===== config.mk =====
export PLATFORM = sky130hd
export DESIGN_NAME = button_debounce_lockout_top
export DESIGN_NICKNAME = d
export VERILOG_FILES = /design/src/hdl/bdl_pkg.sv /design/src/hdl/bdl_cfg.sv /design/src/hdl/bdl_core.sv /design/src/hdl/button_debounce_lockout_top.sv
export SDC_FILE = /design/constraint.sdc
export NUM_CORES = 1
export LEC_CHECK = 0
export BUFFER_PORTS_ARGS = -buffer_cell sky130_fd_sc_hd__buf_2
export CAP_MARGIN = 0
export CORE_MARGIN = 1
export CORE_UTILIZATION = 52
export DETAILED_ROUTE_END_ITERATION = 12
export MAX_ROUTING_LAYER = met4
export PLACE_DENSITY_LB_ADDON = 0.05
export SLEW_MARGIN = 40
export SYNTH_ARGS = -nofsm -noshare
export SYNTH_HDL_FRONTEND = slang
export SYNTH_SLANG_ARGS = --single-unit

===== constraint.sdc =====
create_clock -name clk -period 3.3 [get_ports clk]
set_input_delay 0.495 -clock clk [delete_from_list [all_inputs] [get_ports clk]]
set_output_delay 0.495 -clock clk [all_outputs]
set_load 0.005 [all_outputs]

===== src/hdl/bdl_pkg.sv =====
`default_nettype none

package bdl_pkg;

  localparam int BUTTON_COUNT = 6;
  localparam int IDX_W        = $clog2(BUTTON_COUNT + 1);
  localparam int CNT_W        = 8;
  localparam int FIELD_W      = 3;
  localparam int CFG_W        = 8;

  localparam logic [CNT_W-1:0] RESET_TICKS = CNT_W'(60);
  localparam logic [CNT_W-1:0] CNT_MAX     = {CNT_W{1'b1}};

  typedef enum logic [0:0] {
    CFG_DEBOUNCE = 1'b0,
    CFG_LOCKOUT  = 1'b1
  } cfg_index_t;

  typedef struct packed {
    logic [CNT_W-1:0] debounce_ticks;
    logic [CNT_W-1:0] lockout_ticks;
  } cfg_t;

  typedef struct packed {
    logic [FIELD_W-1:0] new_press;
    logic [FIELD_W-1:0] chord_button;
    logic [FIELD_W-1:0] held_button;
    logic               busy;
  } res_t;

endpackage

`default_nettype wire


===== src/hdl/bdl_cfg.sv =====
`default_nettype none

module bdl_cfg (
  input  wire                       clk,
  input  wire                       rst,
  input  wire                       cfg_we,
  input  wire                       cfg_index,
  input  wire [bdl_pkg::CFG_W-1:0]  cfg_data,
  output bdl_pkg::cfg_t             cfg
);

  always_ff @(posedge clk) begin
    if (rst) begin
      cfg.debounce_ticks <= bdl_pkg::RESET_TICKS;
      cfg.lockout_ticks  <= bdl_pkg::RESET_TICKS;
    end else if (cfg_we) begin
      case (cfg_index)
        bdl_pkg::CFG_DEBOUNCE: cfg.debounce_ticks <= cfg_data[bdl_pkg::CNT_W-1:0];
        bdl_pkg::CFG_LOCKOUT:  cfg.lockout_ticks  <= cfg_data[bdl_pkg::CNT_W-1:0];
        default: ;
      endcase
    end
  end

endmodule

`default_nettype wire


===== src/hdl/bdl_core.sv =====
`default_nettype none

module bdl_core (
  input  wire                              clk,
  input  wire                              rst,
  input  wire                              advance,
  input  wire [bdl_pkg::BUTTON_COUNT-1:0]  levels,
  input  wire                              game_active,
  input  wire bdl_pkg::cfg_t               cfg,
  output bdl_pkg::res_t                    res
);

  logic [bdl_pkg::IDX_W-1:0] registered_index;
  logic [bdl_pkg::CNT_W-1:0] tick_count;
  logic                      lockout_active;

  logic [bdl_pkg::IDX_W-1:0] registered_index_next;
  logic [bdl_pkg::CNT_W-1:0] tick_count_next;
  logic                      lockout_active_next;

  logic [bdl_pkg::IDX_W-1:0] pressed;
  logic [bdl_pkg::IDX_W-1:0] chord;
  logic [bdl_pkg::IDX_W-1:0] fresh;
  logic                      held_pin_high;
  logic [bdl_pkg::CNT_W-1:0] count_sat;

  always_comb begin
    pressed       = '0;
    held_pin_high = 1'b0;
    for (int i = 0; i < bdl_pkg::BUTTON_COUNT; i++) begin
      if (registered_index != bdl_pkg::IDX_W'(i + 1) && !levels[i])
        pressed = bdl_pkg::IDX_W'(i + 1);
      if (registered_index == bdl_pkg::IDX_W'(i + 1))
        held_pin_high = levels[i];
    end
  end

  assign count_sat = (tick_count == bdl_pkg::CNT_MAX) ? tick_count
                                                       : tick_count + bdl_pkg::CNT_W'(1);

  always_comb begin
    registered_index_next = registered_index;
    tick_count_next       = tick_count;
    lockout_active_next   = lockout_active;
    chord                 = '0;
    fresh                 = '0;
    if (!lockout_active) begin
      if (registered_index == bdl_pkg::IDX_W'(bdl_pkg::BUTTON_COUNT) && pressed != '0 &&
          pressed < bdl_pkg::IDX_W'(bdl_pkg::BUTTON_COUNT) && game_active)
        chord = pressed;
      if (registered_index == '0) begin
        if (pressed != '0) begin
          registered_index_next = pressed;
          tick_count_next       = '0;
          fresh                 = pressed;
        end
      end else begin
        tick_count_next = count_sat;
        if (count_sat >= cfg.debounce_ticks && held_pin_high) begin
          registered_index_next = '0;
          tick_count_next       = '0;
          lockout_active_next   = 1'b1;
        end
      end
    end else begin
      tick_count_next = count_sat;
      if (count_sat >= cfg.lockout_ticks) begin
        lockout_active_next = 1'b0;
        tick_count_next     = '0;
      end
    end
  end

  always_comb begin
    res.new_press    = bdl_pkg::FIELD_W'(fresh);
    res.chord_button = bdl_pkg::FIELD_W'(chord);
    res.held_button  = bdl_pkg::FIELD_W'(registered_index_next);
    res.busy         = (registered_index_next != '0) || lockout_active_next;
  end

  always_ff @(posedge clk) begin
    if (rst) begin
      registered_index <= '0;
      tick_count       <= '0;
      lockout_active   <= 1'b0;
    end else if (advance) begin
      registered_index <= registered_index_next;
      tick_count       <= tick_count_next;
      lockout_active   <= lockout_active_next;
    end
  end

endmodule

`default_nettype wire


===== src/hdl/button_debounce_lockout_top.sv =====
// An accepted input beat is held in the input register, then its result in the
// result register on out_valid. Throughput: one tick beat per cycle while result
// beats are taken; each beat feeds one state update and the result register.
// The input register stalls only while it is full and the result beat is not taken.
// Reset (rst, synchronous): no button registered, counter and lockout clear,
// both tick registers return to 60, both stages empty.
`default_nettype none

module button_debounce_lockout_top (
  input  wire                               clk,
  input  wire                               rst,
  input  wire                               in_valid,
  output logic                              in_ready,
  input  wire [bdl_pkg::BUTTON_COUNT-1:0]   button_levels,
  input  wire                               game_active,
  output logic                              out_valid,
  input  wire                               out_ready,
  output logic [bdl_pkg::FIELD_W-1:0]       new_press,
  output logic [bdl_pkg::FIELD_W-1:0]       chord_button,
  output logic [bdl_pkg::FIELD_W-1:0]       held_button,
  output logic                              busy_res,
  input  wire                               cfg_we,
  input  wire                               cfg_index,
  input  wire [bdl_pkg::CFG_W-1:0]          cfg_data
);

  logic                             in_full;
  logic [bdl_pkg::BUTTON_COUNT-1:0] levels_q;
  logic                             active_q;
  logic                             advance;
  bdl_pkg::cfg_t                    cfg;
  bdl_pkg::res_t                    res;

  assign advance  = in_full && (!out_valid || out_ready);
  assign in_ready = !in_full || advance;

  bdl_cfg u_cfg (
    .clk       (clk),
    .rst       (rst),
    .cfg_we    (cfg_we),
    .cfg_index (cfg_index),
    .cfg_data  (cfg_data),
    .cfg       (cfg)
  );

  bdl_core u_core (
    .clk         (clk),
    .rst         (rst),
    .advance     (advance),
    .levels      (levels_q),
    .game_active (active_q),
    .cfg         (cfg),
    .res         (res)
  );

  always_ff @(posedge clk) begin
    if (rst) begin
      in_full <= 1'b0;
    end else if (in_ready) begin
      in_full <= in_valid;
    end
  end

  always_ff @(posedge clk) begin
    if (in_valid && in_ready) begin
      levels_q <= button_levels;
      active_q <= game_active;
    end
  end

  always_ff @(posedge clk) begin
    if (rst) begin
      out_valid <= 1'b0;
    end else if (advance) begin
      out_valid <= 1'b1;
    end else if (out_ready) begin
      out_valid <= 1'b0;
    end
  end

  always_ff @(posedge clk) begin
    if (advance) begin
      new_press    <= res.new_press;
      chord_button <= res.chord_button;
      held_button  <= res.held_button;
      busy_res     <= res.busy;
    end
  end

`ifndef SYNTHESIS
  a_press_held: assert property (@(posedge clk) disable iff (rst)
    out_valid && new_press != '0 |-> held_button == new_press)
    else $error("new press not shown as held");

  a_chord_cmd: assert property (@(posedge clk) disable iff (rst)
    out_valid && chord_button != '0 |->
      new_press == '0 && chord_button < bdl_pkg::FIELD_W'(bdl_pkg::BUTTON_COUNT))
    else $error("chord on a fresh press or on the command button");

  a_held_busy: assert property (@(posedge clk) disable iff (rst)
    out_valid && held_button != '0 |-> busy_res)
    else $error("held button without busy");

  a_stall_cause: assert property (@(posedge clk) disable iff (rst)
    !in_ready |-> out_valid && !out_ready)
    else $error("input stalled without output backpressure");
`endif

endmodule

`default_nettype wire

* After elaboration in Yosys (flattened, before gate mapping)
Index checks and enable logic that the tools add are counted.
** Storage, ports and cells
- Register bits :: 47
- Input port bits :: 21
- Output and inout bits :: 12
- Word-level logic and storage cells :: 95
** Cells by class
- Add/subtract/negate cells :: 1
- Order comparisons :: 3
- Eq/ne operators :: 14
- Mux-type cells :: 28
- Bitwise logic cells :: 4
- Reductions and logical operators :: 32
** Operators by type and width (count)
- two-way mux 8 bit :: 6
- two-way mux 3 bit :: 7
- greater-or-equal comparator 8 bit :: 2
- two-way mux 1 bit :: 13
- logical AND 1 bit :: 12
- equality test 3 bit (second input constant) :: 3
- != test 3 bit (second input constant) :: 3
- adder 8 x 1 -> 8 bit (second input constant) :: 1
- equality test 8 bit (second input constant) :: 1
- logical NOT 1 bit :: 8
- equality test 3 x 2 -> 1 bit (second input constant) :: 2
- != test 3 x 1 -> 1 bit (second input constant) :: 2
- != test 3 x 2 -> 1 bit (second input constant) :: 2
- AND reduction 2 bit :: 3
- nonzero test 3 bit :: 2
- two-way mux 2 bit :: 2
- inverter 1 bit :: 4
- equality test 3 x 1 -> 1 bit (second input constant) :: 1
- logical NOT 3 bit :: 1
- logical OR 1 bit :: 3
- less-than comparator 3 bit (second input constant) :: 1
- OR reduction 3 bit :: 1
- nonzero test 2 bit :: 1
- OR reduction 2 bit :: 1

* Logic depth before layout (Yosys ltp)
Gate-level depths: netlist of the first run.
- Depth in word-level cells :: 14
- Depth in mapped cells :: 15
- Gate-level depth less buffers :: 14

* Hierarchy
Synthesis of the first run repeated with hierarchy kept, for this count alone.
** Second synthesis, totals
- Cells, all modules :: 284
- Area, all modules :: 2783.9 µm²
** By module, submodules not included
- bdl_core :: instances 1, cells an instance 193, area an instance 1524.0 µm², sequential area each 240.2 µm²
- bdl_cfg :: instances 1, cells an instance 64, area an instance 645.6 µm², sequential area each 320.3 µm²
- button_debounce_lockout_top :: instances 1, cells an instance 27, area an instance 614.3 µm², sequential area each 550.5 µm²

* Worst setup path after synthesis of the first run
OpenSTA, ideal clock, no wires.
- Kind :: reg2reg
- Start :: reg u_core.tick_count[0] (netlist name)
- End :: reg u_core.tick_count[5] (netlist name)
- Setup time :: 0.084 ns
- Arrival :: 3.064 ns
- Data required time :: 3.216 ns
- Path slack :: 0.152 ns
- Cell stages (with the launch flop) :: 16
- Buffers on the path :: 1
- Clock period less this slack :: 3.148 ns
- Cells stage by stage :: dfxtp_1 -> ha_1 -> and2_1 -> clkbuf_1 -> nand4_1 -> nand2b_1 -> nor2_1 -> xnor2_1 -> inv_1 -> ha_1 -> and4_1 -> a21oi_1 -> o221ai_1 -> nor3_1 -> o21ai_0 -> o31ai_2
** Between the ends
- Word-level cells in the longest chain between the ends :: 7
- Elaborated cells between the ends (all ways) :: 10
- Classes of those cells :: 1 x add/sub; 2 x order compare; 1 x eq/ne; 5 x mux; 1 x reduce/logical
** RTL lines
- from (decl) :: line bdl_core.sv:14 : logic [bdl_pkg::CNT_W-1:0] tick_count;
- from (signal assigned) :: line bdl_core.sv:88 : tick_count <= tick_count_next;
- adder 8 x 1 -> 8 bit / equality test 8 bit (equally long branches) :: line bdl_core.sv:39, bdl_core.sv:38
- two-way mux 8 bit * :: line bdl_core.sv:38 : assign count_sat = (tick_count == bdl_pkg::CNT_MAX) ? tick_count
- greater-or-equal comparator 8 bit :: line bdl_core.sv:59 : if (count_sat >= cfg.debounce_ticks && held_pin_high) begin
- logical AND 1 bit :: line bdl_core.sv:59
- two-way mux 8 bit :: line bdl_core.sv:59
- two-way mux 8 bit :: line bdl_core.sv:51 : if (registered_index == '0) begin
- two-way mux 8 bit * :: line bdl_core.sv:47 : if (!lockout_active) begin
Mark *: on every way between the ends. The rest lies on a longest branch, timed or not.
A chain may end at the register's enable or synchronous reset.

==> summary.md, run 1 <==
| Metric | Value |
|---|---|
| Crit Path Class | `flop to flop` |
| Pleak | `1.21 nW` |
| I/O pins | `33` |
| Cell mode on critical path | `ha_1` |
| Die X | `73.0 um` |
| Flops & latches, synth | `47` |
| Synth area leaders | `dfxtp_1 23%, edfxtp_1 19%, ha_1 8.1%` |
| Post-route design area | `2920 sq um` |
| Diode count | `0` |
| DRT Pass-1 Iters | `4` |
| Post-synth top flop | `dfxtp_1` |
| Routed wire length | `5230 um` |
| Initial core utilization | `54.8%` |
| Setup violators final | `0` |
| Worst Path Max Fanout | `6` |
| CP arrival | `3130 ps` |
| Slew @ Worst Pin | `593 ps` |
| CTS tree | `built` |
| CP max stage cell | `dfxtp_2` |
| Clk_skew | `5.75 ps` |
| Total die area | `5330 sq um` |
| Setup tns final | `0 ps` |
| Routed WL per cell | `13.6 um` |
| Yosys cell types | `51` |
| # DRC | `0` |
| Vias/cell | `5.53` |
| RSZ-0062 raised after global routing | `false` |
| Port Buffer Count | `32` |
| Total core area | `4790 sq um` |
| Max-slew headroom | `60.3%` |
| Sinks on Clock Net | `47` |
| Clock latency on the worst-skew pair | `300 ps` |
| Layout cells sized above 1 | `17.3%` |
| Share of the synthesized area in the top cell type | `22.9%` |
| Pin count of the biggest net entering global routing | `27` |
| Class of the worst hold path | `input port to flop` |
| Syn nets | `327` |
| DP Wirelength | `3880 um` |
| Initial antenna violation count | `0` |
| Post-synth top cells | `34 x nand2_1, 30 x dfxtp_1, 24 x nand3_1` |
| Cell taking the most area after synthesis | `dfxtp_1` |
| Root Buffer Master | `clkbuf_8` |
| Pre-CTS WS | `103 ps` |
| CP Launch Type | `flop` |
| Hold_ws | `367 ps` |
| Synth-to-layout area growth | `11.3%` |
| Placed Area | `2800 sq um` |
| Fmax | `325 MHz` |
| 1st-iter DRT viols | `200` |
| Synthesized area per cell | `9.07 sq um` |
| Post-synthesis sequential area ratio | `42.4%` |
| Hold_buf cts | `0` |
| Pwr/cell area | `420 nW/um^2` |
| Clock slew at reported path FFs | `90 ps` |
| Maxcap violations | `0` |
| Hold Vio Cnt, Final | `0` |
| Die height | `73.0 um` |
| Post-Syn Area | `2620 sq um` |
| Post-Layout Cell Count | `385` |
| CP Capture Type | `flop` |
| Cell Rows | `25` |
| Maximum VDD drop | `0.000295 V` |
| Part of the cycle the worst path needs | `93.4%` |
| Vias | `2129` |
| Crit-path max cell delay | `390 ps` |
| Setup ws final | `219 ps` |
| Post-cts sizing count | `0` |
| CP cell instances | `ha_1 > and2_1 > nand4_1 > nand2b_1 > nor2_1 > xnor2_1 > inv_1 > ha_1 > and4_1 > o211ai_1 > o221ai_2 > nand3b_1 > a21o_1 > nand4b_1` |
| Cells after synthesis | `289` |
| Routed Antenna Nets | `0` |
| H-tree levels | `2` |
| CTS Buf Count | `5` |
| Vias in the first global route | `1813` |
| Tmin final | `3080 ps` |
| Placer Congestion | `0.829` |
| Worst EP required | `3350 ps` |
| CTS max path bufs | `2` |
| Final Slew Violations | `0` |
| Most common cell in the netlist | `nand2_1` |
| Placed Instances | `377` |
| Post-CTS Setup Inserts | `0` |
| Nets | `355` |
| Gr usage total | `21.8%` |
| EDFF count, synth | `17` |
| Global route total overflow | `0` |
| Yosys warning total | `0` |
| Async SR Flop Fraction | `0%` |
| First-pass GRT wire length | `8680 um` |
| Status | `complete, no violations` |
-- critical path: cells and delay by family, from the launching register on --
kind	cells	cell delay [ps]
compound gates	3	520
fa+ha+maj	2	470
flops	1	390
simple gates	7	1090
buf+inv	1	110
xor+xnor	1	230
-- stage by stage --
stage | util, % | total power, W
4_1_cts | 60.6 | 0.00123
5_1_grt | 61.0 | 0.00128
2_1_floorplan | - | 0.000802
6_report | 61.0 | 0.00123
3_5_place_dp | 58.4 | 0.000848
3_3_place_gp | 58.4 | 0.000844
-- cell families (layout without fill, tap and decap cells) --
group | after synthesis | after routing | synth area share [%]
adders and majority gates | 17 | 17 | 8.11
AOI/OAI and AO/OA | 65 | 65 | 17.1
DFF | 47 | 47 | 42.4
buffers and inverters | 39 | 68 | 7.35
xor gates and xnor gates | 4 | 4 | 1.34
and+or+nand+nor | 112 | 112 | 21.8
muxes | 5 | 5 | 1.96
-- sequential cells by signal, indices dropped and copies added, names as in the netlist --
signal / cells
out_valid: 1
u_cfg.cfg: 16
in_full: 1
held_button: 3
levels_q: 6
active_q: 1
u_core.tick_count: 8
u_core.registered_index: 3
chord_button: 3
new_press: 3
u_core.lockout_active: 1
busy_res: 1
-- per-layer routing --
layer	track usage (%)	vias to the layer above	part of all wire [%]
li1	-	1086	-
met1	31.1	977	51
met2	32.2	61	43
met3	4.14	5	5.8
met4	4.58	0	0.86
met5	-	-	0
-- placed cells by master, fill, tap and decap left out, drive strengths merged, types with 2 or more instances in the layout --
cell type,netlist,final
o31ai,3,3
nand2,34,34
nand2b,8,8
nand3b,6,6
o2111ai,2,2
nor3,6,6
xnor2,4,4
nor4,2,2
a2111oi,2,2
o221ai,4,4
inv,23,23
a21oi,19,19
mux2i,4,4
nor3b,3,3
nand4,2,2
a21o,2,2
o21ai,14,14
nor2b,3,3
o211ai,6,6
dfxtp,30,30
o21bai,4,4
a211oi,3,3
nor2,14,14
ha,17,17
edfxtp,17,17
nand3,24,24
clkbuf,9,7
and2,3,3
buf,6,36
-- power breakdown --
group / leakage [nW] / switching [W] / total, W / internal [W]
clock: 0.0496 / 0.000194 / 0.000390 / 0.000196
combinational: 0.754 / 0.000103 / 0.000175 / 0.0000717
sequential: 0.409 / 0.0000264 / 0.000662 / 0.000635
total: 1.21 / 0.000324 / 0.00123 / 0.000903
-- final timing paths --
check                       start           end  slack [ps]  depth (start not counted)
max          u_core.tick_count[0]      busy_res         220                         14
min              button_levels[2]   levels_q[2]         370                          1
max reg2reg  u_core.tick_count[0]      busy_res         220                         14
min reg2reg          u_cfg.cfg[1]  u_cfg.cfg[1]         460                          2
-- final cells by class --
class / count / area, sq um
Fill cell: 428 / 1870
Multi-Input combinational cell: 203 / 1340
Sequential cell: 47 / 1110
Timing Repair Buffer: 36 / 190
Clock buffer: 7 / 97.6
Inverter: 24 / 90.1
Tap cell: 67 / 83.8
Clock inverter: 1 / 7.51
Note: power is estimated with default switching activity, not from simulation.
==> inputs of run 2 (changes only) <==
Settings changed: PLACE_DENSITY set to 0.81, PLACE_DENSITY_LB_ADDON 0.05 to not set.
==> run 2 against run 1 <==
Total power grew 3.4%. Die area is the same. Largest cell class unchanged. Worst hold slack lost 6.3 ps. Clock-buffer cell count shrank 2. Maximum frequency grew 2.0%. First-iteration DRC count shrank 24%. Wire length shrank 3.3%. Register-to-register slack gained 60 ps. Via count shrank 1.1%. Core utilization shrank 0.052 points. Combinational power is essentially flat.
==> summary.md, run 2 (synthesis results as in run 1) <==
| Metric | Value |
|---|---|
| Fmax | `331 MHz (+2.0%)` |
| 1st-iter DRT viols | `152 (-24%)` |
| Setup tns final | `0 ps (unchanged)` |
| Slew @ Worst Pin | `697 ps (+103 ps)` |
| I/O pins | `33 (unchanged)` |
| Fillers | `404 (-5.6%)` |
| Comb pwr share | `13.7% (-0.6 points)` |
| RR Endpoint | `busy_res` |
| Initial core utilization | `54.8% (unchanged)` |
| CP delay by family, top | `simple AND/OR/NAND/NOR gates` |
| Worst Path Buf+Inv | `1 (unchanged)` |
| Clock latency on the worst-skew pair | `310 ps (about the same)` |
| Crit Path Class | `flop to flop` |
| Gr usage total | `21.3% (-0.54 points)` |
| Routed WL per cell | `13.2 um (-2.7%)` |
| Synth-to-layout area growth | `11.2% (about the same)` |
| CP Capture Type | `flop` |
| Hold_ws | `360 ps (-6.34 ps)` |
| CP arrival | `3080 ps (-50 ps)` |
| Max reg flops | `16 (unchanged)` |
| Tmin final | `3020 ps (-61.5 ps)` |
| Setup violators final | `0 (unchanged)` |
| Sw power | `0.000333 W (+2.7%)` |
| Hold path cells | `1 (unchanged)` |
| Clock share of power | `34.1% (+2.3 points)` |
| Area of the multi-input gates | `1340 sq um (about the same)` |
| Max-slew headroom | `53.3% (-7.0 points)` |
| Vias | `2105 (-1.1%)` |
| Most common cell after layout, fill and taps aside | `nand2_1` |
| Worst EP required | `3360 ps (about the same)` |
| Clk_skew | `6.75 ps (+0.993 ps)` |
| Placer Congestion | `0.867 (+4.7%)` |
| CTS max path bufs | `2 (unchanged)` |
| Clock slew at reported path FFs | `90 ps (about the same)` |
| Overall power | `0.00127 W (+3.4%)` |
| Most frequent cells in the layout | `34 x nand2_1, 32 x buf_2, 29 x dfxtp_1, 24 x nand3_1, 23 x inv_1` |
| Hold Path End | `levels_q[3]` |
| Nets | `353 (-0.56%)` |
| Root Buffer Master | `clkbuf_8` |
| Reg power frac | `52.1% (-1.8 points)` |
| Status | `complete, no violations` |
| Die X | `73.0 um (unchanged)` |
| Pleak | `1.21 nW (about the same)` |
| Critical Path Start | `u_core.tick_count[0]` |
| Pwr/cell area | `435 nW/um^2 (+3.5%)` |
| First-pass GRT wire length | `8400 um (-3.3%)` |
| Part of the cycle the worst path needs | `91.5% (-1.9 points)` |
| H-tree levels | `2 (unchanged)` |
| Total die area | `5330 sq um (unchanged)` |
| # DRC | `0 (unchanged)` |
| Biggest register | `u_cfg.cfg` |
| Biggest regs | `u_cfg.cfg: 16 flops, u_core.tick_count: 8 flops, levels_q: 6 flops` |
| Vias in the first global route | `1849 (+2.0%)` |
| Layout cells sized above 1 | `17.4% (+0.11 points)` |
| FF/Latch Area | `1110 sq um (unchanged)` |
| CP max stage cell | `dfxtp_2` |
| Hold Vio Cnt, Final | `0 (unchanged)` |
| Class of the worst hold path | `input port to flop` |
| Maximum VDD drop | `0.000317 V (+7.4%)` |
| Routed Antenna Nets | `0 (unchanged)` |
| HP Start | `button_levels[3]` |
| Final Slew Violations | `0 (unchanged)` |
| Sinks on Clock Net | `47 (unchanged)` |
| Pin count of the biggest net entering global routing | `27 (unchanged)` |
| Global route total overflow | `0 (unchanged)` |
| Initial antenna violation count | `0 (unchanged)` |
| Port Buffer Count | `32 (unchanged)` |
| Crit-path max cell delay | `360 ps (-30 ps)` |
| Placed Instances | `375 (-0.53%)` |
| CTS tree | `built` |
| Internal Pwr Total | `0.000936 W (+3.7%)` |
| CTS Buf Count | `5 (unchanged)` |
| CP Launch Type | `flop` |
| Routed wire length | `5060 um (-3.3%)` |
| Cell mode on critical path | `ha_1` |
| Die height | `73.0 um (unchanged)` |
| Vias/cell | `5.50 (-0.61%)` |
| Sw Share | `26.2% (-0.19 points)` |
| Worst Path Max Fanout | `6 (unchanged)` |
| CP cell instances | `ha_1 > and2_2 > nand4_1 > buf_4 > nand3_1 > xnor2_1 > ha_1 > and4_1 > a21oi_1 > o221ai_2 > nor3b_2 > nor2_1 > nand4b_1` |
| Cell Rows | `25 (unchanged)` |
| Worst r2r src | `u_core.tick_count[0]` |
| DRT Pass-1 Iters | `4 (unchanged)` |
| Final core utilization | `60.9% (about the same)` |
| Post-Layout Cell Count | `383 (-0.52%)` |
| Diode count | `0 (unchanged)` |
| R2R setup slack | `280 ps (+60 ps)` |
| DP Wirelength | `3780 um (-2.6%)` |
| Reg2Reg Depth | `13 (-1)` |
| Total core area | `4790 sq um (unchanged)` |
| Maxcap violations | `0 (unchanged)` |
| RSZ-0062 raised after global routing | `false` |
| Hold_buf cts | `0 (unchanged)` |
[run 2: cell types whose count changed in the layout (fill, tap and decap cells not counted)]
cell        previous run  this run
bufinv_16              0         1
inv_6                  0         1
and2_1                 3         2
and2_2                 0         1
clkbuf_16              1         0
buf_4                  4         2
clkinvlp_4             1         0
clkbuf_1               1         0
clkinv_4               0         1
[run 2: worst register-to-register path, delay by kind of cell (launching register included)]
family / cells / cell delay [ps]
AND/OR/NAND/NOR: 7 / 1160
adder cells (fa/ha/maj): 2 / 500
flip-flops: 1 / 360
AO/OA/AOI/OAI: 2 / 320
XOR/XNOR: 1 / 280
buffers and inverters: 1 / 160
[run 2: how the worst max path moves through the flow]
stage	to	cells past startpoint	slack, ps
2_1_floorplan	u_core.tick_count[5]	15	150
3_3_place_gp	u_core.registered_index[1]	14	170
3_5_place_dp	u_core.registered_index[1]	14	80
4_1_cts	u_core.registered_index[1]	14	50
5_1_grt	busy_res	14	40
6_report	busy_res	13	280
[run 2: per-layer routing]
metal / wire length [um] / GRT usage, %
met5: 0 / -
met4: 62 / 6.97
met3: 188 / 4.28
met2: 2250 / 31.1
met1: 2560 / 29.4
[run 2: power groups by stage]
stage	Combinational, W	Sequential (W)	Clock, W
6_report	0.000174	0.000661	0.000433
3_5_place_dp	0.000172	0.000674	0
2_1_floorplan	0.000140	0.000663	0
3_3_place_gp	0.000167	0.000673	0
4_1_cts	0.000173	0.000661	0.000440
5_1_grt	0.000196	0.000666	0.000460
[run 2: repair_timing]
| item | 4_1_cts | 5_1_grt |
|---|---|---|
| endpoints found under the hold margin | 0 | 0 |
| endpoints found under the setup margin | 0 | 14 |
| buffers inserted | 0 | 0 |
| resized for setup | 0 | 5 |
[run 2: per-stage QoR]
| stage | cell area, sq um | setup slack, ps |
|---|---|---|
| 6_report | 2920 | 281 |
| 3_3_place_gp | 2780 | 173 |
| 3_5_place_dp | 2780 | 81.7 |
| 5_1_grt | 2920 | 39.1 |
| 4_1_cts | 2900 | 50.6 |
| 2_1_floorplan | 2620 | 152 |
[run 2: final cells by class]
type | instances | area share (%)
clock inverter | 3 | 1.63
multi-input combinational | 203 | 45.9
timing repair buffer | 34 | 6.01
sequential | 47 | 38.1
clock buffer | 5 | 2.36
inverter | 24 | 3.09
tap | 67 | 2.87
==> inputs of run 3 (changes only) <==
Settings changed: CORE_UTILIZATION 52 to 62, PLACE_DENSITY 0.81 to 0.9, SETUP_SLACK_MARGIN set to 0.15.
Clock period 3.3 ns to 3.64 ns, I/O delays scaled along.
==> run 3 against run 2 <==
Final cell count down 4.4%. Die area down 16%. Via count up 4.1%. Largest cell class unchanged. Highest routed layer unchanged.
==> summary.md, run 3 (synthesis results as in run 1) <==
| Metric | Value |
|---|---|
| Crit-path max cell delay | `440 ps (+80 ps)` |
| Final core utilization | `71.9% (+11 points)` |
| Routed Antenna Nets | `0 (unchanged)` |
| Pin count of the biggest net entering global routing | `27 (unchanged)` |
| Biggest register | `u_cfg.cfg` |
| Fillers | `297 (-26%)` |
| CTS tree | `built` |
| Gr usage total | `26.7% (+5.4 points)` |
| Maxcap violations | `0 (unchanged)` |
| Most common cell after layout, fill and taps aside | `nand2_1` |
| R2R setup slack | `420 ps (+140 ps)` |
| Clock latency on the worst-skew pair | `300 ps (about the same)` |
| Slew @ Worst Pin | `709 ps (+12.1 ps)` |
| CTS Buf Count | `5 (unchanged)` |
| DP Wirelength | `3790 um (+0.40%)` |
| Routed WL per cell | `14.7 um (+11%)` |
| CP Launch Type | `flop` |
| Most frequent cells in the layout | `34 x nand2_1, 32 x buf_2, 30 x dfxtp_1, 24 x nand3_1, 23 x inv_1` |
| Fmax | `311 MHz (-6.2%)` |
| Worst EP required | `3700 ps (+340 ps)` |
| CTS max path bufs | `2 (unchanged)` |
| Final Slew Violations | `0 (unchanged)` |
| Global route total overflow | `0 (unchanged)` |
| Part of the cycle the worst path needs | `88.4% (-3.1 points)` |
| Cell mode on critical path | `ha_1` |
| Vias | `2192 (+4.1%)` |
| 1st-iter DRT viols | `173 (+14%)` |
| Biggest regs | `u_cfg.cfg: 16 flops, u_core.tick_count: 8 flops, levels_q: 6 flops` |
| Critical Path Start | `u_core.tick_count[0]` |
| Port Buffer Count | `32 (unchanged)` |
| Diode count | `0 (unchanged)` |
| Reg2Reg Depth | `14 (+1)` |
| CP Capture Type | `flop` |
| Hold Vio Cnt, Final | `0 (unchanged)` |
| Die height | `67.0 um (-8.2%)` |
| Sinks on Clock Net | `47 (unchanged)` |
| I/O pins | `33 (unchanged)` |
| Status | `complete, no violations` |
| Met2 Usage GRT | `42.0% (+11 points)` |
| Total die area | `4490 sq um (-16%)` |
| Post-route design area | `2900 sq um (-0.69%)` |
| CP arrival | `3280 ps (+200 ps)` |
| Die X | `67.0 um (-8.2%)` |
| Placer Congestion | `0.863 (-0.53%)` |
| Worst Setup EP | `busy_res` |
| Clock slew at reported path FFs | `90 ps (about the same)` |
| Vias in the first global route | `1892 (+2.3%)` |
| Vias/cell | `5.99 (+9.0%)` |
| Worst Path Max Fanout | `6 (unchanged)` |
| Clk_skew | `6.45 ps (-0.299 ps)` |
| Placed Area | `2750 sq um (-1.0%)` |
| Crit Path Class | `flop to flop` |
| Initial antenna violation count | `0 (unchanged)` |
| CP cell instances | `ha_1 > and2_1 > nand4_1 > nand2b_1 > nor2_1 > xnor2_2 > inv_1 > ha_1 > and4_1 > o211ai_1 > o221ai_2 > nand3b_1 > a21o_1 > nand4b_1` |
| Max reg flops | `16 (unchanged)` |
| Hold_ws | `417 ps (+56.8 ps)` |
| Setup violators final | `0 (unchanged)` |
| RR Endpoint | `busy_res` |
| RSZ-0062 raised after global routing | `false` |
| Layout cells sized above 1 | `17.1% (-0.32 points)` |
| Tmin final | `3220 ps (+199 ps)` |
| DRT Pass-1 Iters | `5 (+1)` |
| Grt peak-use layer | `met2` |
| Routed wire length | `5390 um (+6.4%)` |
| M3 GR Usage | `4.28% (about the same)` |
| Initial core utilization | `65.1% (+10 points)` |
| Cell Rows | `23 (-8.0%)` |
| Max-slew headroom | `52.5% (-0.81 points)` |
| First-pass GRT wire length | `8660 um (+3.1%)` |
| Pwr/cell area | `393 nW/um^2 (-9.6%)` |
| Worst r2r src | `u_core.tick_count[0]` |
| # DRC | `0 (unchanged)` |
| H-tree levels | `2 (unchanged)` |
| GR Layer Usage met1 | `34.8% (+5.4 points)` |
| CP max stage cell | `dfxtp_1` |
| Pleak | `1.21 nW (about the same)` |
| Maximum VDD drop | `0.000295 V (-7.0%)` |
| Setup tns final | `0 ps (unchanged)` |
| Class of the worst hold path | `input port to flop` |
| Total core area | `4030 sq um (-16%)` |
| Synth-to-layout area growth | `10.4%` |
| Root Buffer Master | `clkbuf_8` |
| Nets | `353 (unchanged)` |
run 3: worst min-delay path by stage:
stage                           from            to  slack (ps)  cells after the start
floorplan               u_cfg.cfg[1]  u_cfg.cfg[1]         440                      2
global placement        u_cfg.cfg[7]  u_cfg.cfg[7]         440                      2
detailed placement      u_cfg.cfg[7]  u_cfg.cfg[7]         450                      2
CTS                 button_levels[5]   levels_q[5]         410                      1
global route        button_levels[4]   levels_q[4]         400                      1
finish              button_levels[5]   levels_q[5]         420                      1
run 3: routing by layer:
metal	up-vias	wire length (um)	part of all wire, %
met4	0	65	1.2
met1	1013	2370	44
met5	-	0	0
met3	9	284	5.3
li1	1089	-	-
met2	81	2660	49
run 3: area by class of cell:
class                   count  area, sq um  area share (%)
repair buffers             34          175            6.05
flip-flops and latches     47         1110            38.4
well taps                  50         62.6            2.16
inverters                  24         90.1            3.11
clock buffers               5         68.8            2.38
clock inverters             3         43.8            1.51
multi-input cells         203         1350            46.4
run 3: per-stage QoR:
stage	total power, W	instances	setup WS [ps]
floorplan	0.000727	289	492
global placement	0.000760	357	320
detailed placement	0.000766	357	113
CTS	0.00114	366	359
global route	0.00119	366	148
finish	0.00114	366	421
run 3: worst max-delay path, delay by kind of cell, from the launching register on:
kind	cells	cell delay [ps]
fa+ha+maj	2	490
buf+inv	1	100
simple gates	7	1170
flops	1	440
xor+xnor	1	200
compound gates	3	570
run 3: power breakdown:
part / total [W] / internal [W] / switching [W]
Clock: 0.000379 / 0.000204 / 0.000175
Combinational: 0.000161 / 0.0000648 / 0.0000957
Sequential: 0.000600 / 0.000576 / 0.0000237
run 3: what timing repair did:
item	in CTS	in global routing
hold buffers	0	0
endpoints found under the setup margin	6	7
pin swaps	1	0
setup buffers	1	0
gates resized for setup	2	2
